`config.mk`:
```
export PLATFORM = sky130hd
export DESIGN_NAME = button_click_classifier
export DESIGN_NICKNAME = d
export VERILOG_FILES = /design/src/rtl/core/bcc_pkg.sv /design/src/rtl/core/bcc_timebase.sv /design/src/rtl/core/bcc_core.sv /design/src/rtl/core/button_click_classifier.sv
export SDC_FILE = /design/constraint.sdc
export NUM_CORES = 1
export LEC_CHECK = 0
export ABC_AREA = 1
export BUFFER_PORTS_ARGS = -buffer_cell sky130_fd_sc_hd__buf_2
export CAP_MARGIN = 10
export CORE_MARGIN = 5
export CORE_UTILIZATION = 50
export DETAILED_ROUTE_END_ITERATION = 16
export GPL_ROUTABILITY_DRIVEN = 0
export PLACE_DENSITY = 0.67
export RECOVER_POWER = 100
export SLEW_MARGIN = 20
export SYNTH_ARGS = -nofsm -noshare
export SYNTH_HDL_FRONTEND = slang
export SYNTH_HIERARCHICAL = 1
export SYNTH_SLANG_ARGS = --single-unit
```
`constraint.sdc`:
```
create_clock -name clk -period 15.4 [get_ports clk]
set_input_delay 3.08 -clock clk [delete_from_list [all_inputs] [get_ports clk]]
set_output_delay 3.08 -clock clk [all_outputs]
set_load 0.05 [all_outputs]
```
`src/rtl/core/bcc_pkg.sv`:
```
`timescale 1ns / 1ps
// ----------------------------------------------------------------------------
// bcc_pkg
// Shared types and constants for the button click classifier.
// ----------------------------------------------------------------------------
package bcc_pkg;

  localparam int unsigned MAX_CLICKS = 4;
  localparam int unsigned CODE_W     = 3;
  localparam int unsigned TIME_W     = 32;
  localparam int unsigned CFG_IDX_W  = 3;
  localparam int unsigned CFG_DATA_W = 16;

  localparam logic [CODE_W-1:0] CODE_NONE  = '0;
  localparam logic [CODE_W-1:0] CODE_MAX   = CODE_W'(MAX_CLICKS);
  localparam logic [CODE_W-1:0] CODE_LONG  = CODE_W'(MAX_CLICKS + 1);
  localparam logic [CODE_W-1:0] CLICK_SAT  = CODE_W'(MAX_CLICKS - 1);

  // register indexes on the configuration port
  localparam logic [CFG_IDX_W-1:0] REG_IDLE_LEVEL     = 3'd0;
  localparam logic [CFG_IDX_W-1:0] REG_DEBOUNCE       = 3'd1;
  localparam logic [CFG_IDX_W-1:0] REG_SINGLE_MAX     = 3'd2;
  localparam logic [CFG_IDX_W-1:0] REG_LONG_MIN       = 3'd3;
  localparam logic [CFG_IDX_W-1:0] REG_RELEASE_ACTION = 3'd4;
  localparam logic [CFG_IDX_W-1:0] REG_RELEASE_WINDOW = 3'd5;
  localparam logic [CFG_IDX_W-1:0] REG_POLL_PERIOD    = 3'd6;

  typedef struct packed {
    logic        idle_level;
    logic [7:0]  debounce_ms;
    logic [15:0] single_press_max_ms;
    logic [15:0] long_press_min_ms;
    logic [15:0] release_action_ms;
    logic [7:0]  release_window_ms;
    logic [7:0]  poll_period_ms;
  } cfg_t;

  localparam cfg_t CFG_RESET = '{
    idle_level:          1'b0,
    debounce_ms:         8'd20,
    single_press_max_ms: 16'd200,
    long_press_min_ms:   16'd500,
    release_action_ms:   16'd400,
    release_window_ms:   8'd10,
    poll_period_ms:      8'd25
  };

  typedef struct packed {
    logic              pin_level;
    logic [CODE_W-1:0] ack_action_code;
    logic              clear_duration_req;
    logic [TIME_W-1:0] clear_duration_min;
  } in_item_t;

  typedef struct packed {
    logic [CODE_W-1:0] action_code;
    logic [TIME_W-1:0] held_duration_ms;
    logic              pressed;
    logic              duration_cleared;
    logic              action_matched;
  } out_item_t;

  typedef struct packed {
    logic [TIME_W-1:0] now_ms;
    logic              poll_due;
  } tick_t;

endpackage

```
`src/rtl/core/bcc_timebase.sv`:
```
`timescale 1ns / 1ps
// ----------------------------------------------------------------------------
// bcc_timebase
// Millisecond time count and poll period counter, advanced once per beat.
// ----------------------------------------------------------------------------
module bcc_timebase (
  input  logic                  clk,
  input  logic                  rst,
  input  logic                  advance,
  input  logic [7:0]            poll_period_ms,
  output bcc_pkg::tick_t        tick
);

  logic [bcc_pkg::TIME_W-1:0] now_ms;
  logic [7:0]                 poll_counter;
  logic [8:0]                 poll_inc;

  assign poll_inc      = {1'b0, poll_counter} + 9'd1;
  // period 0 acts as 1: the compare is true every beat
  assign tick.poll_due = poll_inc >= {1'b0, poll_period_ms};
  assign tick.now_ms   = now_ms;

  always_ff @(posedge clk) begin
    if (rst) begin
      now_ms       <= '0;
      poll_counter <= '0;
    end else if (advance) begin
      now_ms <= now_ms + 1'b1;
      if (tick.poll_due) begin
        poll_counter <= '0;
      end else begin
        poll_counter <= poll_inc[7:0];
      end
    end
  end

endmodule

```
`src/rtl/core/bcc_core.sv`:
```
`timescale 1ns / 1ps
// ----------------------------------------------------------------------------
// bcc_core
// Debounce, level tracking, click classification and host acknowledgements.
// Computes one result per beat from the current state and commits the state.
// ----------------------------------------------------------------------------
module bcc_core (
  input  logic                 clk,
  input  logic                 rst,
  input  logic                 advance,
  input  bcc_pkg::cfg_t        cfg,
  input  bcc_pkg::tick_t       tick,
  input  bcc_pkg::in_item_t    item,
  output bcc_pkg::out_item_t   result
);

  localparam int unsigned TW = bcc_pkg::TIME_W;
  localparam int unsigned CW = bcc_pkg::CODE_W;

  logic          prev_sample, prev_sample_next;
  logic [TW-1:0] last_edge_ms, last_edge_ms_next;
  logic          edge_flag, edge_flag_next;
  logic          level_now, level_now_next;
  logic          level_old, level_old_next;
  logic [TW-1:0] press_start_ms, press_start_ms_next;
  logic [TW-1:0] release_ms, release_ms_next;
  logic [TW-1:0] duration_ms, duration_ms_next;
  logic [TW-1:0] last_click_ms, last_click_ms_next;
  logic [CW-1:0] click_count, click_count_next;
  logic [CW-1:0] action_reg, action_reg_next;
  logic          matched, cleared;

  always_comb begin
    logic [TW-1:0] t;
    t = tick.now_ms;

    prev_sample_next    = item.pin_level;
    last_edge_ms_next   = last_edge_ms;
    edge_flag_next      = edge_flag;
    level_now_next      = level_now;
    level_old_next      = level_old;
    press_start_ms_next = press_start_ms;
    release_ms_next     = release_ms;
    duration_ms_next    = duration_ms;
    last_click_ms_next  = last_click_ms;
    click_count_next    = click_count;
    action_reg_next     = action_reg;
    matched             = 1'b0;
    cleared             = 1'b0;

    // debounced edge
    if (item.pin_level != prev_sample) begin
      if ((t - last_edge_ms) >= TW'(cfg.debounce_ms)) begin
        last_edge_ms_next = t;
        edge_flag_next    = 1'b1;
      end
    end

    if (tick.poll_due) begin
      // level tracking blocks while a held duration is pending
      if (duration_ms == '0 && edge_flag_next) begin
        level_now_next = item.pin_level;
        if (item.pin_level != level_old) begin
          level_old_next = item.pin_level;
          if (item.pin_level != cfg.idle_level) begin
            press_start_ms_next = t;
          end else begin
            duration_ms_next = t - press_start_ms;
            release_ms_next  = t;
          end
        end
        edge_flag_next = 1'b0;
      end

      if (action_reg == bcc_pkg::CODE_NONE) begin
        if (level_now_next == cfg.idle_level) begin
          if (duration_ms_next <= TW'(cfg.single_press_max_ms) &&
              (t - release_ms_next) < TW'(cfg.release_window_ms)) begin
            if (click_count < bcc_pkg::CLICK_SAT) begin
              click_count_next   = click_count + 1'b1;
              last_click_ms_next = t;
            end
          end else if (duration_ms_next >= TW'(cfg.long_press_min_ms)) begin
            action_reg_next = bcc_pkg::CODE_LONG;
          end
        end
        if ((t - last_click_ms_next) >= TW'(cfg.release_action_ms) &&
            action_reg_next == bcc_pkg::CODE_NONE) begin
          action_reg_next  = click_count_next;
          click_count_next = '0;
        end
      end
    end

    // host acknowledge: the max code and codes above long never match
    if (item.ack_action_code != bcc_pkg::CODE_MAX &&
        item.ack_action_code <= bcc_pkg::CODE_LONG &&
        action_reg_next == item.ack_action_code) begin
      matched         = 1'b1;
      action_reg_next = bcc_pkg::CODE_NONE;
    end

    if (item.clear_duration_req && duration_ms_next >= item.clear_duration_min) begin
      cleared          = 1'b1;
      duration_ms_next = '0;
    end
  end

  assign result.action_code      = action_reg_next;
  assign result.held_duration_ms = duration_ms_next;
  assign result.pressed          = level_now_next != cfg.idle_level;
  assign result.duration_cleared = cleared;
  assign result.action_matched   = matched;

  always_ff @(posedge clk) begin
    if (rst) begin
      prev_sample    <= 1'b0;
      last_edge_ms   <= '0;
      edge_flag      <= 1'b0;
      level_now      <= 1'b0;
      level_old      <= 1'b0;
      press_start_ms <= '0;
      release_ms     <= '0;
      duration_ms    <= '0;
      last_click_ms  <= '0;
      click_count    <= '0;
      action_reg     <= bcc_pkg::CODE_NONE;
    end else if (advance) begin
      prev_sample    <= prev_sample_next;
      last_edge_ms   <= last_edge_ms_next;
      edge_flag      <= edge_flag_next;
      level_now      <= level_now_next;
      level_old      <= level_old_next;
      press_start_ms <= press_start_ms_next;
      release_ms     <= release_ms_next;
      duration_ms    <= duration_ms_next;
      last_click_ms  <= last_click_ms_next;
      click_count    <= click_count_next;
      action_reg     <= action_reg_next;
    end
  end

endmodule

```
`src/rtl/core/button_click_classifier.sv`:
```
`timescale 1ns / 1ps
// ----------------------------------------------------------------------------
// button_click_classifier
// Push button classifier: debounce, click counting, long press and held
// duration reporting, one result beat per input tick beat.
// ----------------------------------------------------------------------------
//  channel | handshake           | payload
//  --------+---------------------+-------------------------------------------
//  in      | in_valid / in_ready | pin_level, ack_action_code,
//          |                     | clear_duration_req, clear_duration_min
//  out     | out_valid/out_ready | action_code, held_duration_ms, pressed,
//          |                     | duration_cleared, action_matched
//  cfg     | cfg_we              | cfg_index, cfg_data
//
//  A beat accepted at an edge sits in the input register; its result moves
//  to the result register once it is free or drained, offered from then on.
//  One beat is taken per cycle while out_ready is high; the state update
//  between the two registers is one pass.
//  A stalled result freezes the pass: once the input register holds a beat,
//  in_ready stays low until the result beat is taken.
//  Synchronous reset clears state, config returns to defaults.
// ----------------------------------------------------------------------------
module button_click_classifier (
  input  logic                             clk,
  input  logic                             rst,
  input  logic                             cfg_we,
  input  logic [bcc_pkg::CFG_IDX_W-1:0]    cfg_index,
  input  logic [bcc_pkg::CFG_DATA_W-1:0]   cfg_data,
  input  logic                             in_valid,
  output logic                             in_ready,
  input  logic                             pin_level,
  input  logic [bcc_pkg::CODE_W-1:0]       ack_action_code,
  input  logic                             clear_duration_req,
  input  logic [bcc_pkg::TIME_W-1:0]       clear_duration_min,
  output logic                             out_valid,
  input  logic                             out_ready,
  output logic [bcc_pkg::CODE_W-1:0]       action_code,
  output logic [bcc_pkg::TIME_W-1:0]       held_duration_ms,
  output logic                             pressed,
  output logic                             duration_cleared,
  output logic                             action_matched
);

  bcc_pkg::cfg_t      cfg;
  bcc_pkg::in_item_t  in_reg;
  bcc_pkg::out_item_t result, out_reg;
  bcc_pkg::tick_t     tick;
  logic               in_reg_valid;
  logic               advance;

  assign advance  = in_reg_valid && (!out_valid || out_ready);
  assign in_ready = !in_reg_valid || advance;

  always_ff @(posedge clk) begin
    if (rst) begin
      cfg <= bcc_pkg::CFG_RESET;
    end else if (cfg_we) begin
      unique case (cfg_index)
        bcc_pkg::REG_IDLE_LEVEL:     cfg.idle_level          <= cfg_data[0];
        bcc_pkg::REG_DEBOUNCE:       cfg.debounce_ms         <= cfg_data[7:0];
        bcc_pkg::REG_SINGLE_MAX:     cfg.single_press_max_ms <= cfg_data;
        bcc_pkg::REG_LONG_MIN:       cfg.long_press_min_ms   <= cfg_data;
        bcc_pkg::REG_RELEASE_ACTION: cfg.release_action_ms   <= cfg_data;
        bcc_pkg::REG_RELEASE_WINDOW: cfg.release_window_ms   <= cfg_data[7:0];
        bcc_pkg::REG_POLL_PERIOD:    cfg.poll_period_ms      <= cfg_data[7:0];
        default: ;
      endcase
    end
  end

  // input register
  always_ff @(posedge clk) begin
    if (rst) begin
      in_reg_valid <= 1'b0;
    end else if (in_ready) begin
      in_reg_valid <= in_valid;
    end
  end

  always_ff @(posedge clk) begin
    if (in_valid && in_ready) begin
      in_reg.pin_level          <= pin_level;
      in_reg.ack_action_code    <= ack_action_code;
      in_reg.clear_duration_req <= clear_duration_req;
      in_reg.clear_duration_min <= clear_duration_min;
    end
  end

  bcc_timebase u_timebase (
    .clk            (clk),
    .rst            (rst),
    .advance        (advance),
    .poll_period_ms (cfg.poll_period_ms),
    .tick           (tick)
  );

  bcc_core u_core (
    .clk     (clk),
    .rst     (rst),
    .advance (advance),
    .cfg     (cfg),
    .tick    (tick),
    .item    (in_reg),
    .result  (result)
  );

  // result register
  always_ff @(posedge clk) begin
    if (rst) begin
      out_valid <= 1'b0;
    end else if (advance) begin
      out_valid <= 1'b1;
    end else if (out_ready) begin
      out_valid <= 1'b0;
    end
  end

  always_ff @(posedge clk) begin
    if (advance) begin
      out_reg <= result;
    end
  end

  assign action_code      = out_reg.action_code;
  assign held_duration_ms = out_reg.held_duration_ms;
  assign pressed          = out_reg.pressed;
  assign duration_cleared = out_reg.duration_cleared;
  assign action_matched   = out_reg.action_matched;

endmodule

```
==> impl_results.md <==
* Slew margin rel. at -205%
* Root Driver: clkbuf_16
* Clock skew at around 0.028 ns
* #FFs+latches synth at between 300 and 400
* Initial antenna violation count at 0
* Clk buf depth at 3
* Setup Buffers After CTS at 0
* Yosys cell types at 56
* Internal cell power at around 1.8 mW
* Hold buffers post-CTS at 0
* Synth top area share at between 20% and 30%
* Cells after Synth at just over 4k
* Post-synth EDFFs at 75
* Yosys top cell by area: dfxtp_1
* Final Max Tran Viols at approximately 440
* Total Routing Usage GR at between 20% and 30%
* Clock power share at about two fifths
* CP Capture Type: flop
* Final non-filler cell total at 4949
* Area Overhead vs Synth at 9.23%
* Layout cell share with drive strength beyond 1 at between 5 and 6%
* Full die area at approximately 0.059 sq mm
* Slew of the pin with the lowest slew margin at ~4.6 ns
* Routed Antenna Nets at 0
* Critical path type: reg -> reg
* Syn nets at about 4.4k
* Leak pwr at around 15 nW
* CTS tree: built
* Fin. Hold Viols at 0
* Drt pass-1 iters at 8
* Clock sinks at 360
* Sw Pwr at between 0.7 and 0.8 mW
* HP Class: reg -> reg
* Global-route wire length before repair at between 100 and 150 mm
* Most used cell, CP: nand2_1
* Initial core utilization at 50.2%
* Routed wire length at about 86 mm
* Fin nets at 4511
* Vert. Die Dim at ~240 um
* ANT cells at 0
* Violated checks: max-capacitance violations, max-slew violations
* Routed len/inst at approximately 17 um
* YS warnings at 6
* Reg power frac at 39.4%
* Largest cells by area after synthesis: dfxtp_1 (21%), nand2_1 (15%), ha_1 (10%)
* Final Util at a little over half
* Port Buffer Count at 100
* Slowest CP cell: nand3_1
* Clk slew on worst S/H paths at approximately 0.06 ns
* Status: finished with violations
* Switching part of the total at a little under a third
* CP max FO at 54
* Post-Synthesis Cell Area at between 0.02 and 0.03 sq mm
* TritonCTS buffer count at between 40 and 50
* Resized Gates After CTS at 0
* Final min period at between 10 and 15 ns
* Max_cap viols at 8
* H-tree levels at 2
* GRT overflow at 0
* Tcrit/Tclk final at around 90%
* Chip Width at 242 um
* Core box area at between 0.05 and 0.06 sq mm
* Most instantiated library cell after synthesis: nand2_1
* Dpl cells at just under 5k
* DRC viols at 0
* Largest net degree at the start of global routing at 120
* Syn_area_per_cell at around 6.5 sq um
* Vias in the first global route at 24.1k
* Data arrival, critical path at around 14 ns
* Synth top cells by count: nand2_1 (1053), inv_1 (647), nor2_1 (371)
* Startpoint Class: flop
* Endpoints failing setup at 0
* RSZ-0062 raised after global routing: false
* I/O pin cnt at between 100 and 150
* Worst R2R Setup Slack at 1.91 ns
* Drt initial violations at about 2.5k
* Via count at between 20k and 30k
* Worst-Skew Late Latency at ~0.57 ns
* Largest register FFs at 73
* Num rows at 85
* Max Fclk at ~74 MHz
* Required @ worst endpoint at ~16 ns
* Post-synth ARST share at 0%
* Dpl hpwl at 65.5 mm
* Comb pwr share at between 20% and 30%
* Sequential fraction of the synthesis area at about 30%
* Most used DFF post-synth: dfxtp_1
* Setup TNS at 0 ns
* VDD IR max at about 0.00008 V
* PD cells at 88.1 mW/mm^2
* CP max stage delay at 0.74 ns
* Vias/cell at around 5.5
-- cell type report --
type                       instances  area, sq um
fill                            5445        24200
clock buffer                      58         1200
timing repair buffer             145          751
multi-input combinational       2993        15800
tap                              696          871
sequential                       360         7960
inverter                         679         2550
clock inverter                    18          225
-- cell families after synthesis --
kind of cell,count (synthesis),share of synthesized area (%)
AO/OA/AOI/OAI,799,15.9
XOR/XNOR,59,1.92
adder cells (fa/ha/maj),229,10.8
buffers and inverters,793,11.4
flip-flops,360,29.6
multiplexers,1,0.0372
AND/OR/NAND/NOR,1905,30.4
-- final timing paths --
check | from | end | cells after the start
max | u_timebase/now_ms[0] | action_code[1] | 88
max reg2reg | u_timebase/now_ms[0] | action_code[1] | 88
min | cfg[4] | cfg[4] | 2
min reg2reg | cfg[4] | cfg[4] | 2
-- worst max-delay path, delay by kind of cell, from the launching register on --
kind / cells / cell delay, ns
fa+ha+maj: 9 / 2.49
xor+xnor: 2 / 0.32
flops: 1 / 0.45
buf+inv: 16 / 1.87
compound gates: 15 / 2.33
simple gates: 46 / 5.69
-- layout by cell type, fill, tap and decap left out, types with 5 or more instances in the layout --
master,netlist,final
nand3b_1,22,22
o221ai_1,5,5
clkbuf_8,0,7
dfxtp_1,285,285
nand3_2,14,11
inv_1,647,647
buf_4,13,36
nor2_2,10,10
clkbuf_16,0,43
o211ai_1,9,9
clkbuf_1,74,60
nand2_1,1053,1055
a31oi_1,8,8
edfxtp_1,75,75
buf_2,10,57
xor2_1,31,31
o21a_1,8,8
a21oi_1,365,365
a21o_1,14,14
nand4_1,65,65
nand3_1,264,267
nor3_1,42,45
a21oi_2,5,5
o21bai_1,26,26
xnor2_1,28,28
nor4_1,12,12
inv_2,27,25
o21ai_1,7,7
nand2_2,19,17
clkinv_2,0,9
bufinv_16,0,5
nor2_1,371,371
clkinv_1,5,7
o21ai_0,328,329
a211oi_1,8,8
ha_1,225,225
nor2_4,8,8
-- per-stage QoR --
| step | power, mW | setup WS [ns] | area, sq um | hold slack, ns |
|---|---|---|---|---|
| global route | 2.71 | 0.744 | 29400 | 0.478 |
| global placement | 1.55 | 2.82 | 28100 | 0.440 |
| CTS | 2.60 | 2.48 | 29500 | 0.461 |
| detailed placement | 1.55 | 2.56 | 28100 | 0.449 |
| floorplan | 1.42 | 4.77 | 26900 | 0.429 |
| finish | 2.59 | 1.91 | 29400 | 0.456 |
-- routing by layer --
layer / part of all wire (%) / vias up / track usage (%)
met1: 44 / 12300 / 38.7
met3: 8.2 / 152 / 4.26
li1: - / 13600 / -
met2: 45 / 1047 / 45.1
met5: 0 / - / 0
met4: 3.0 / 0 / 7.89
-- power groups by stage --
stage	clock network (mW)	registers (mW)	logic (mW)
2_1_floorplan	0	1.05	0.367
3_3_place_gp	0	1.04	0.509
3_5_place_dp	0	1.04	0.513
4_1_cts	1.06	1.02	0.516
5_1_grt	1.10	1.02	0.585
6_report	1.05	1.02	0.521
Power figures use the tool's default switching activity.
